### config.mk
export PLATFORM = sky130hd
export DESIGN_NAME = dedup_set_table_core
export DESIGN_NICKNAME = d
export VERILOG_FILES = /design/src/rtl/dst_pkg.sv /design/src/rtl/dedup_set_table_core.sv /design/src/rtl/dst_cell.sv
export VERILOG_INCLUDE_DIRS = /design/src /design/src/rtl
export SDC_FILE = /design/constraint.sdc
export NUM_CORES = 2
export LEC_CHECK = 0
export ABC_AREA = 1
export BUFFER_PORTS_ARGS = -buffer_cell sky130_fd_sc_hd__buf_2
export CAP_MARGIN = 20
export CORE_MARGIN = 8
export CORE_UTILIZATION = 35
export DETAILED_ROUTE_END_ITERATION = 10
export SYNTH_ARGS = -nofsm -noshare
export SYNTH_HDL_FRONTEND = slang
export SYNTH_SLANG_ARGS = --single-unit
### constraint.sdc
create_clock -name clk -period 4.15 [get_ports clk]
set_input_delay 0.83 -clock clk [delete_from_list [all_inputs] [get_ports clk]]
set_output_delay 0.83 -clock clk [all_outputs]
set_load 0.02 [all_outputs]
### src/rtl/dedup_set_table_core_assert.svh
// assertion macros shared by the set table rtl
// no dependencies; define NO_ASSERTIONS to compile them away
`ifndef DEDUP_SET_TABLE_CORE_ASSERT_SVH
`define DEDUP_SET_TABLE_CORE_ASSERT_SVH

`ifndef NO_ASSERTIONS
// same-cycle implication
`define DST_ASSERT_NOW(label, clk, rst, ante, cons) \
  label: assert property (@(posedge clk) disable iff (rst) (ante) |-> (cons)) \
    else $error("dst assertion failed");
// next-cycle implication
`define DST_ASSERT_NEXT(label, clk, rst, ante, cons) \
  label: assert property (@(posedge clk) disable iff (rst) (ante) |=> (cons)) \
    else $error("dst assertion failed");
`else
`define DST_ASSERT_NOW(label, clk, rst, ante, cons)
`define DST_ASSERT_NEXT(label, clk, rst, ante, cons)
`endif

`endif

### src/rtl/dst_pkg.sv
// types, constants and codes of the dedup set table
// no dependencies; used by dst_cell and dedup_set_table_core
package dst_pkg;

  localparam int CAPACITY    = 64;
  localparam int KEY_WIDTH   = 32;
  localparam int KEY_FIELD_W = 32;
  localparam int COUNT_W     = $clog2(CAPACITY + 1);
  localparam int IDX_W       = $clog2(CAPACITY);
  localparam int OP_W        = 2;
  localparam int STATUS_W    = 2;

  localparam int IN_BITS   = OP_W + KEY_FIELD_W;
  localparam int IN_DATA_W = ((IN_BITS + 7) / 8) * 8;
  localparam int OUT_BITS  = 1 + KEY_FIELD_W + COUNT_W + STATUS_W;
  localparam int OUT_DATA_W = ((OUT_BITS + 7) / 8) * 8;

  typedef enum logic [OP_W-1:0] {
    OP_INSERT   = 2'd0,
    OP_REMOVE   = 2'd1,
    OP_CONTAINS = 2'd2,
    OP_POP      = 2'd3
  } op_t;

  typedef enum logic [STATUS_W-1:0] {
    STATUS_OK    = 2'd0,
    STATUS_FULL  = 2'd1,
    STATUS_EMPTY = 2'd2
  } status_t;

  typedef enum logic [1:0] {
    ST_IDLE,
    ST_COMPARE,
    ST_EXEC
  } state_t;

  // per-cell control from the sequencer
  typedef struct packed {
    logic valid;    // cell holds a live key
    logic compare;  // capture match against the broadcast key
    logic shift;    // take the key of the upper neighbor
    logic load;     // take the broadcast key (append)
  } cell_ctrl_t;

endpackage

### src/rtl/dedup_set_table_core.sv
// top level of the dedup set table: sequencer, cell chain and result register
// depends on dst_pkg, dst_cell and dedup_set_table_core_assert.svh
//
// Holds up to CAPACITY distinct keys in insertion order in a row of cells;
// cell 0 is the oldest key. Each transaction passes through a compare
// cycle in which every cell checks its key against the broadcast key and
// registers a match bit, and an update cycle that appends the key to the
// first free cell, or shifts every cell at and above the hit (or all of
// them for pop) down by one from its upper neighbor. The next transaction
// is accepted in the update cycle when the result register is free; a
// result that is not taken holds the update cycle. No clearing pass after
// reset: cell contents are only read below the fill count.
`include "dedup_set_table_core_assert.svh"
module dedup_set_table_core (
  input  logic                             clk,
  input  logic                             rst,
  input  logic                             s_axis_tvalid,
  output logic                             s_axis_tready,
  // opcode [1:0], key [33:2], zero padding above
  input  logic [dst_pkg::IN_DATA_W-1:0]    s_axis_tdata,
  output logic                             m_axis_tvalid,
  input  logic                             m_axis_tready,
  // found [0], popped_key [32:1], count [39:33], status [41:40], zero padding
  output logic [dst_pkg::OUT_DATA_W-1:0]   m_axis_tdata
);
  import dst_pkg::*;

  // sequencer
  state_t state, state_next;
  logic   in_accept;
  logic   out_free;
  logic   compare_en;
  logic   exec_done;

  // held transaction
  op_t                op;
  logic [KEY_WIDTH-1:0] key;

  // fill count
  logic [COUNT_W-1:0] count, count_next;

  // cell chain
  cell_ctrl_t           ctrl_vec [CAPACITY];
  logic [KEY_WIDTH-1:0] cell_key [CAPACITY];
  logic [CAPACITY-1:0]  match_vec;
  logic [CAPACITY-1:0]  valid_vec;
  logic [CAPACITY-1:0]  shift_vec;
  logic [CAPACITY-1:0]  load_vec;
  logic [CAPACITY-1:0]  above_hit;

  // update decisions
  logic    hit;
  logic    is_full;
  logic    is_empty;
  logic    do_append;
  logic    do_remove;
  logic    do_pop;
  logic    res_found;
  status_t res_status;
  logic [KEY_FIELD_W-1:0] res_popped;

  // result register
  logic                   out_valid;
  logic                   out_found;
  logic [KEY_FIELD_W-1:0] out_popped;
  logic [COUNT_W-1:0]     out_count;
  status_t                out_status;

  assign out_free  = !out_valid || m_axis_tready;
  assign in_accept = s_axis_tvalid && s_axis_tready;

  // next state
  always_comb begin
    state_next = state;
    unique case (state)
      ST_IDLE: begin
        if (in_accept) state_next = ST_COMPARE;
      end
      ST_COMPARE: begin
        state_next = ST_EXEC;
      end
      ST_EXEC: begin
        if (out_free) state_next = in_accept ? ST_COMPARE : ST_IDLE;
      end
      default: begin
        state_next = ST_IDLE;
      end
    endcase
  end

  // sequencer outputs
  always_comb begin
    s_axis_tready = 1'b0;
    compare_en    = 1'b0;
    exec_done     = 1'b0;
    unique case (state)
      ST_IDLE: begin
        s_axis_tready = 1'b1;
      end
      ST_COMPARE: begin
        compare_en = 1'b1;
      end
      ST_EXEC: begin
        s_axis_tready = out_free;
        exec_done     = out_free;
      end
      default: begin
        s_axis_tready = 1'b0;
      end
    endcase
  end

  always_ff @(posedge clk) begin
    if (rst) begin
      state <= ST_IDLE;
    end else begin
      state <= state_next;
    end
  end

  // capture the transaction; only low KEY_WIDTH bits of the key are kept
  always_ff @(posedge clk) begin
    if (in_accept) begin
      op  <= op_t'(s_axis_tdata[OP_W-1:0]);
      key <= KEY_WIDTH'(s_axis_tdata[OP_W +: KEY_FIELD_W]);
    end
  end

  // keys are distinct, so at most one cell matches
  assign hit      = |match_vec;
  assign is_full  = (count == COUNT_W'(CAPACITY));
  assign is_empty = (count == '0);

  assign do_append = exec_done && (op == OP_INSERT) && !hit && !is_full;
  assign do_remove = exec_done && (op == OP_REMOVE) && hit;
  assign do_pop    = exec_done && (op == OP_POP) && !is_empty;

  // cells at and above the single hit position
  assign above_hit = ~(match_vec - CAPACITY'(1));

  always_comb begin
    shift_vec = '0;
    if (do_pop) begin
      shift_vec = '1;
    end else if (do_remove) begin
      shift_vec = above_hit;
    end
  end

  // result fields
  always_comb begin
    res_found  = 1'b0;
    res_status = STATUS_OK;
    res_popped = '0;
    count_next = count;
    unique case (op)
      OP_INSERT: begin
        res_found = hit;
        if (!hit && is_full) begin
          res_status = STATUS_FULL;
        end else if (!hit) begin
          count_next = count + COUNT_W'(1);
        end
      end
      OP_REMOVE: begin
        res_found = hit;
        if (hit) count_next = count - COUNT_W'(1);
      end
      OP_CONTAINS: begin
        res_found = hit;
      end
      OP_POP: begin
        if (is_empty) begin
          res_status = STATUS_EMPTY;
        end else begin
          res_found  = 1'b1;
          res_popped = KEY_FIELD_W'(cell_key[0]);
          count_next = count - COUNT_W'(1);
        end
      end
      default: begin
        res_found = 1'b0;
      end
    endcase
  end

  always_ff @(posedge clk) begin
    if (rst) begin
      count <= '0;
    end else if (exec_done) begin
      count <= count_next;
    end
  end

  // cell row; each cell takes its upper neighbor's key on a shift
  genvar i;
  generate
    for (i = 0; i < CAPACITY; i++) begin : g_cell
      assign valid_vec[i] = (COUNT_W'(i) < count);
      assign load_vec[i]  = do_append && (count[IDX_W-1:0] == IDX_W'(i));

      assign ctrl_vec[i].valid   = valid_vec[i];
      assign ctrl_vec[i].compare = compare_en;
      assign ctrl_vec[i].shift   = shift_vec[i];
      assign ctrl_vec[i].load    = load_vec[i];

      if (i == CAPACITY - 1) begin : g_top
        dst_cell u_cell (
          .clk      (clk),
          .ctrl     (ctrl_vec[i]),
          .cmp_key  (key),
          .next_key ({KEY_WIDTH{1'b0}}),
          .key      (cell_key[i]),
          .match    (match_vec[i])
        );
      end else begin : g_mid
        dst_cell u_cell (
          .clk      (clk),
          .ctrl     (ctrl_vec[i]),
          .cmp_key  (key),
          .next_key (cell_key[i+1]),
          .key      (cell_key[i]),
          .match    (match_vec[i])
        );
      end
    end
  endgenerate

  // result register parts the two sides
  always_ff @(posedge clk) begin
    if (rst) begin
      out_valid <= 1'b0;
    end else if (exec_done) begin
      out_valid <= 1'b1;
    end else if (m_axis_tready) begin
      out_valid <= 1'b0;
    end
  end

  always_ff @(posedge clk) begin
    if (exec_done) begin
      out_found  <= res_found;
      out_popped <= res_popped;
      out_count  <= count_next;
      out_status <= res_status;
    end
  end

  assign m_axis_tvalid = out_valid;
  assign m_axis_tdata  = OUT_DATA_W'({out_status, out_count, out_popped, out_found});

  // checks
  `DST_ASSERT_NOW(a_single_match, clk, rst, state == ST_EXEC, $onehot0(match_vec))
  `DST_ASSERT_NOW(a_count_bound, clk, rst, 1'b1, count <= COUNT_W'(CAPACITY))
  `DST_ASSERT_NEXT(a_compare_then_exec, clk, rst, state == ST_COMPARE, state == ST_EXEC)
  `DST_ASSERT_NEXT(a_full_keeps_count, clk, rst,
    exec_done && (res_status == STATUS_FULL), $stable(count))

endmodule

### src/rtl/dst_cell.sv
// one storage cell of the set table: key register, comparator, shift mux
// depends on dst_pkg
module dst_cell (
  input  logic                          clk,
  input  dst_pkg::cell_ctrl_t           ctrl,
  input  logic [dst_pkg::KEY_WIDTH-1:0] cmp_key,
  input  logic [dst_pkg::KEY_WIDTH-1:0] next_key,
  output logic [dst_pkg::KEY_WIDTH-1:0] key,
  output logic                          match
);
  import dst_pkg::*;

  always_ff @(posedge clk) begin
    if (ctrl.shift) begin
      key <= next_key;
    end else if (ctrl.load) begin
      key <= cmp_key;
    end
  end

  always_ff @(posedge clk) begin
    if (ctrl.compare) begin
      match <= ctrl.valid && (key == cmp_key);
    end
  end

endmodule

==> qor.yml <==
status: "finished clean"
r2r-start: "g_cell[0].g_mid.u_cell.match"
finalCriticalPeriod_ns: 3.85
wl_per_cell_um: 28.9
use_met1: 0.347
post-cts-setup-buffers: 0
hold_violations: 0
layout_common_cells: "nand2_1, edfxtp_1, o21ai_0"
track_usage: 0.258
fin_nets: 11996
die_h_um: 597
vias: 96571
layout_commonest_cell: "nand2_1"
cp-start-kind: "flip-flop"
numPortBuffers: 81
grt_pass1_wl_mm: 668
synth_compound_area_frac: 0.133
area_growth_syn_to_layout_pct: 11.4
timing.final.ws_setup_ns: 0.300
ff2ff_path_depth: 15
drt-total-wl_mm: 481
synth-edff-count: 2156
gp_congestion: 0.958
synthCells: 12169
grt_max_degree: 72
synth_top_area_share: 0.548
vdd_drop_max_mv: 0.368
end_kind: "flip-flop"
power_leakage_nw: 41.2
clkSinkCount: 2198
setup_violations: 0
fin_worst_skew_ns: 0.112
synth_ff_type: "edfxtp_1"
drive_gt1_frac: 0.122
synthMuxAreaShare: 0
relSlewSlack: 0.307
maxCapViolCount: 0
synth-simple-area-share: 0.174
finalSetupTns_ns: 0
drtIter0Drc: 14906
post_synth_num_cell_types: 62
min_path_cells: 1
overflow: 0
start_util: 0.352
ff2ff_setup_slack_ns: 0.30
clockBufferDepth: 4
cts_inserted_buffers: 241
core-area_um2: 336000
ios: 94
die_w_um: 597
maxSlewViolCount: 0
clkTransAtPathRegs_ns: 0.07
crit_type: "reg -> reg"
cts_tree: "yes"
synth_area_um2: 118000
viasPerCell: 5.79
cp.arrival_ns: 4.38
first_pass_iters: 7
cp.required_ns: 4.68
r2r-end: "g_cell[26].g_mid.u_cell.key[14]"
timing.fmax_mhz: 260
avgSynthCellArea_um2: 9.72
rsz0062_at_grt: "no"
cts_root_buf: "clkbuf_16"
p_per_area_nw_per_um2: 393
yosys-top-cells-area: "edfxtp_1, nand2_1, xnor2_1"
grt_antenna_before_repair: 54
insertion_delay_ns: 0.94
grt_use_met3: 0.0591
path_max_fanout: 32
synth-seq-area-share: 0.555
synth_fa_ha_area_frac: 0.00106
ant_nets: 0
min_period_over_period: 0.928
holdCritStartpoint: "s_axis_tdata[13]"
synth_xor_area_frac: 0.0884
worst_pin_slew_ns: 1.04
synth_top_family_by_area: "simple AND/OR/NAND/NOR gates"
dieArea_um2: 357000
hpwl_mm: 325
hold_path_end: "key[11]"
hold_class: "in -> reg"
met2_usage: 0.390
hold_buffers: 0
std_cell_rows: 213
cts_max_level: 4
ys_seq_elements: 2198
synth_top_cell_by_area: "edfxtp_1"
grt_pass1_vias: 88162
yosys_warnings: 0
pre_cts_slack_ns: 0.179
async_flop_share: 0
top_usage_layer: "met2"
drc: 0
## critical path: stages (launching register included)
cell and delay, ns:
edfxtp_1 0.44, inv_1 0.17, ha_1 0.24, inv_1 0.06
nor2_1 0.11, nand2_1 0.07, nor2_1 0.10, nand2_1 0.10
nor2_4 0.16, nand2_4 0.10, nor2_2 0.19, nand2_2 0.14
nor2_8 0.39, nand2_4 0.38, o211ai_1 0.34, buf_4 0.46
## cell type report
cell class	count	area, µm²
Fill cell	33382	205000
Sequential cell	2198	65600
Multi-Input combinational cell	8756	47300
Clock buffer	294	6230
Tap cell	4515	5650
Timing Repair Buffer	532	4530
Clock inverter	147	1320
Inverter	213	952
Antenna cell	26	65.1
## repair_timing
action	4_1_cts	5_1_grt
endpoints found under the hold margin	0	0
setup endpoints to repair	0	360
gates resized for setup	0	3
## Yosys cell counts, types with 52 or more instances
cell,instances
clkbuf_1,464
edfxtp_1,2156
buf_6,71
xor2_1,321
nand3_1,290
buf_1,96
nand4_1,195
nand2_1,3256
a21oi_1,80
o21ai_1,1045
inv_1,193
o22ai_1,133
xnor2_1,872
a221oi_1,231
buf_4,52
or2_2,359
a22o_1,53
nor4_1,121
o21ai_0,1038
buf_2,319
nor2_1,374
## registers in the layout, indices dropped and copies added, names as in the netlist
name / cells
count: 7
g_cell.g_mid.u_cell.match: 63
state: 2
out_popped: 32
out_status: 2
g_cell.g_top.u_cell.key: 32
key: 32
out_count: 7
out_found: 1
g_cell.g_top.u_cell.match: 1
op: 2
g_cell.g_mid.u_cell.key: 2016
m_axis_tvalid: 1
## worst max path at each step
stage | startpoint | endpoint | slack, ns | depth (start not counted)
finish | g_cell[0].g_mid.u_cell.match | g_cell[26].g_mid.u_cell.key[14] | 0.30 | 15
global route | g_cell[0].g_mid.u_cell.match | g_cell[26].g_mid.u_cell.key[22] | 0.09 | 15
CTS | g_cell[0].g_mid.u_cell.match | g_cell[26].g_mid.u_cell.key[22] | 0.13 | 15
detailed placement | g_cell[0].g_mid.u_cell.match | g_cell[31].g_mid.u_cell.key[12] | 0.18 | 15
global placement | g_cell[0].g_mid.u_cell.match | g_cell[26].g_mid.u_cell.key[17] | 0.22 | 15
floorplan | count[0] | g_cell[48].g_mid.u_cell.key[0] | 0.19 | 13
## kinds of logic after synthesis
kind of cell    after synthesis
simple gates               4773
compound gates             2774
flops                      2198
buf+inv                    1220
xor+xnor                   1193
fa+ha+maj                    10
other cells                   1
## per-layer routing
metal | part of all wire | vias up
met1 | 0.39 | 46635
met3 | 0.12 | 1349
met2 | 0.43 | 6395
met5 | 0.00032 | -
met4 | 0.060 | 28
li1 | - | 42164
## through the flow
stage | util | cells | power [W] | area [µm²] | hold WS (ns)
6_report | 0.392 | 16681 | 0.0517 | 132000 | 0.0681
2_1_floorplan | - | 12174 | 0.0283 | 118000 | 0.453
4_1_cts | 0.391 | 16652 | 0.0516 | 132000 | 0.00484
3_3_place_gp | 0.369 | 16211 | 0.0306 | 124000 | 0.468
5_1_grt | 0.391 | 16657 | 0.0528 | 132000 | 0.0301
3_5_place_dp | 0.369 | 16211 | 0.0306 | 124000 | 0.483
## report_power, final
part	leakage (nW)	switching (W)	internal, W
clock	3.66	0.00942	0.0119
combinational	17.7	0.00372	0.00152
sequential	19.9	0.000287	0.0248
Power figures use the tool's default switching activity.
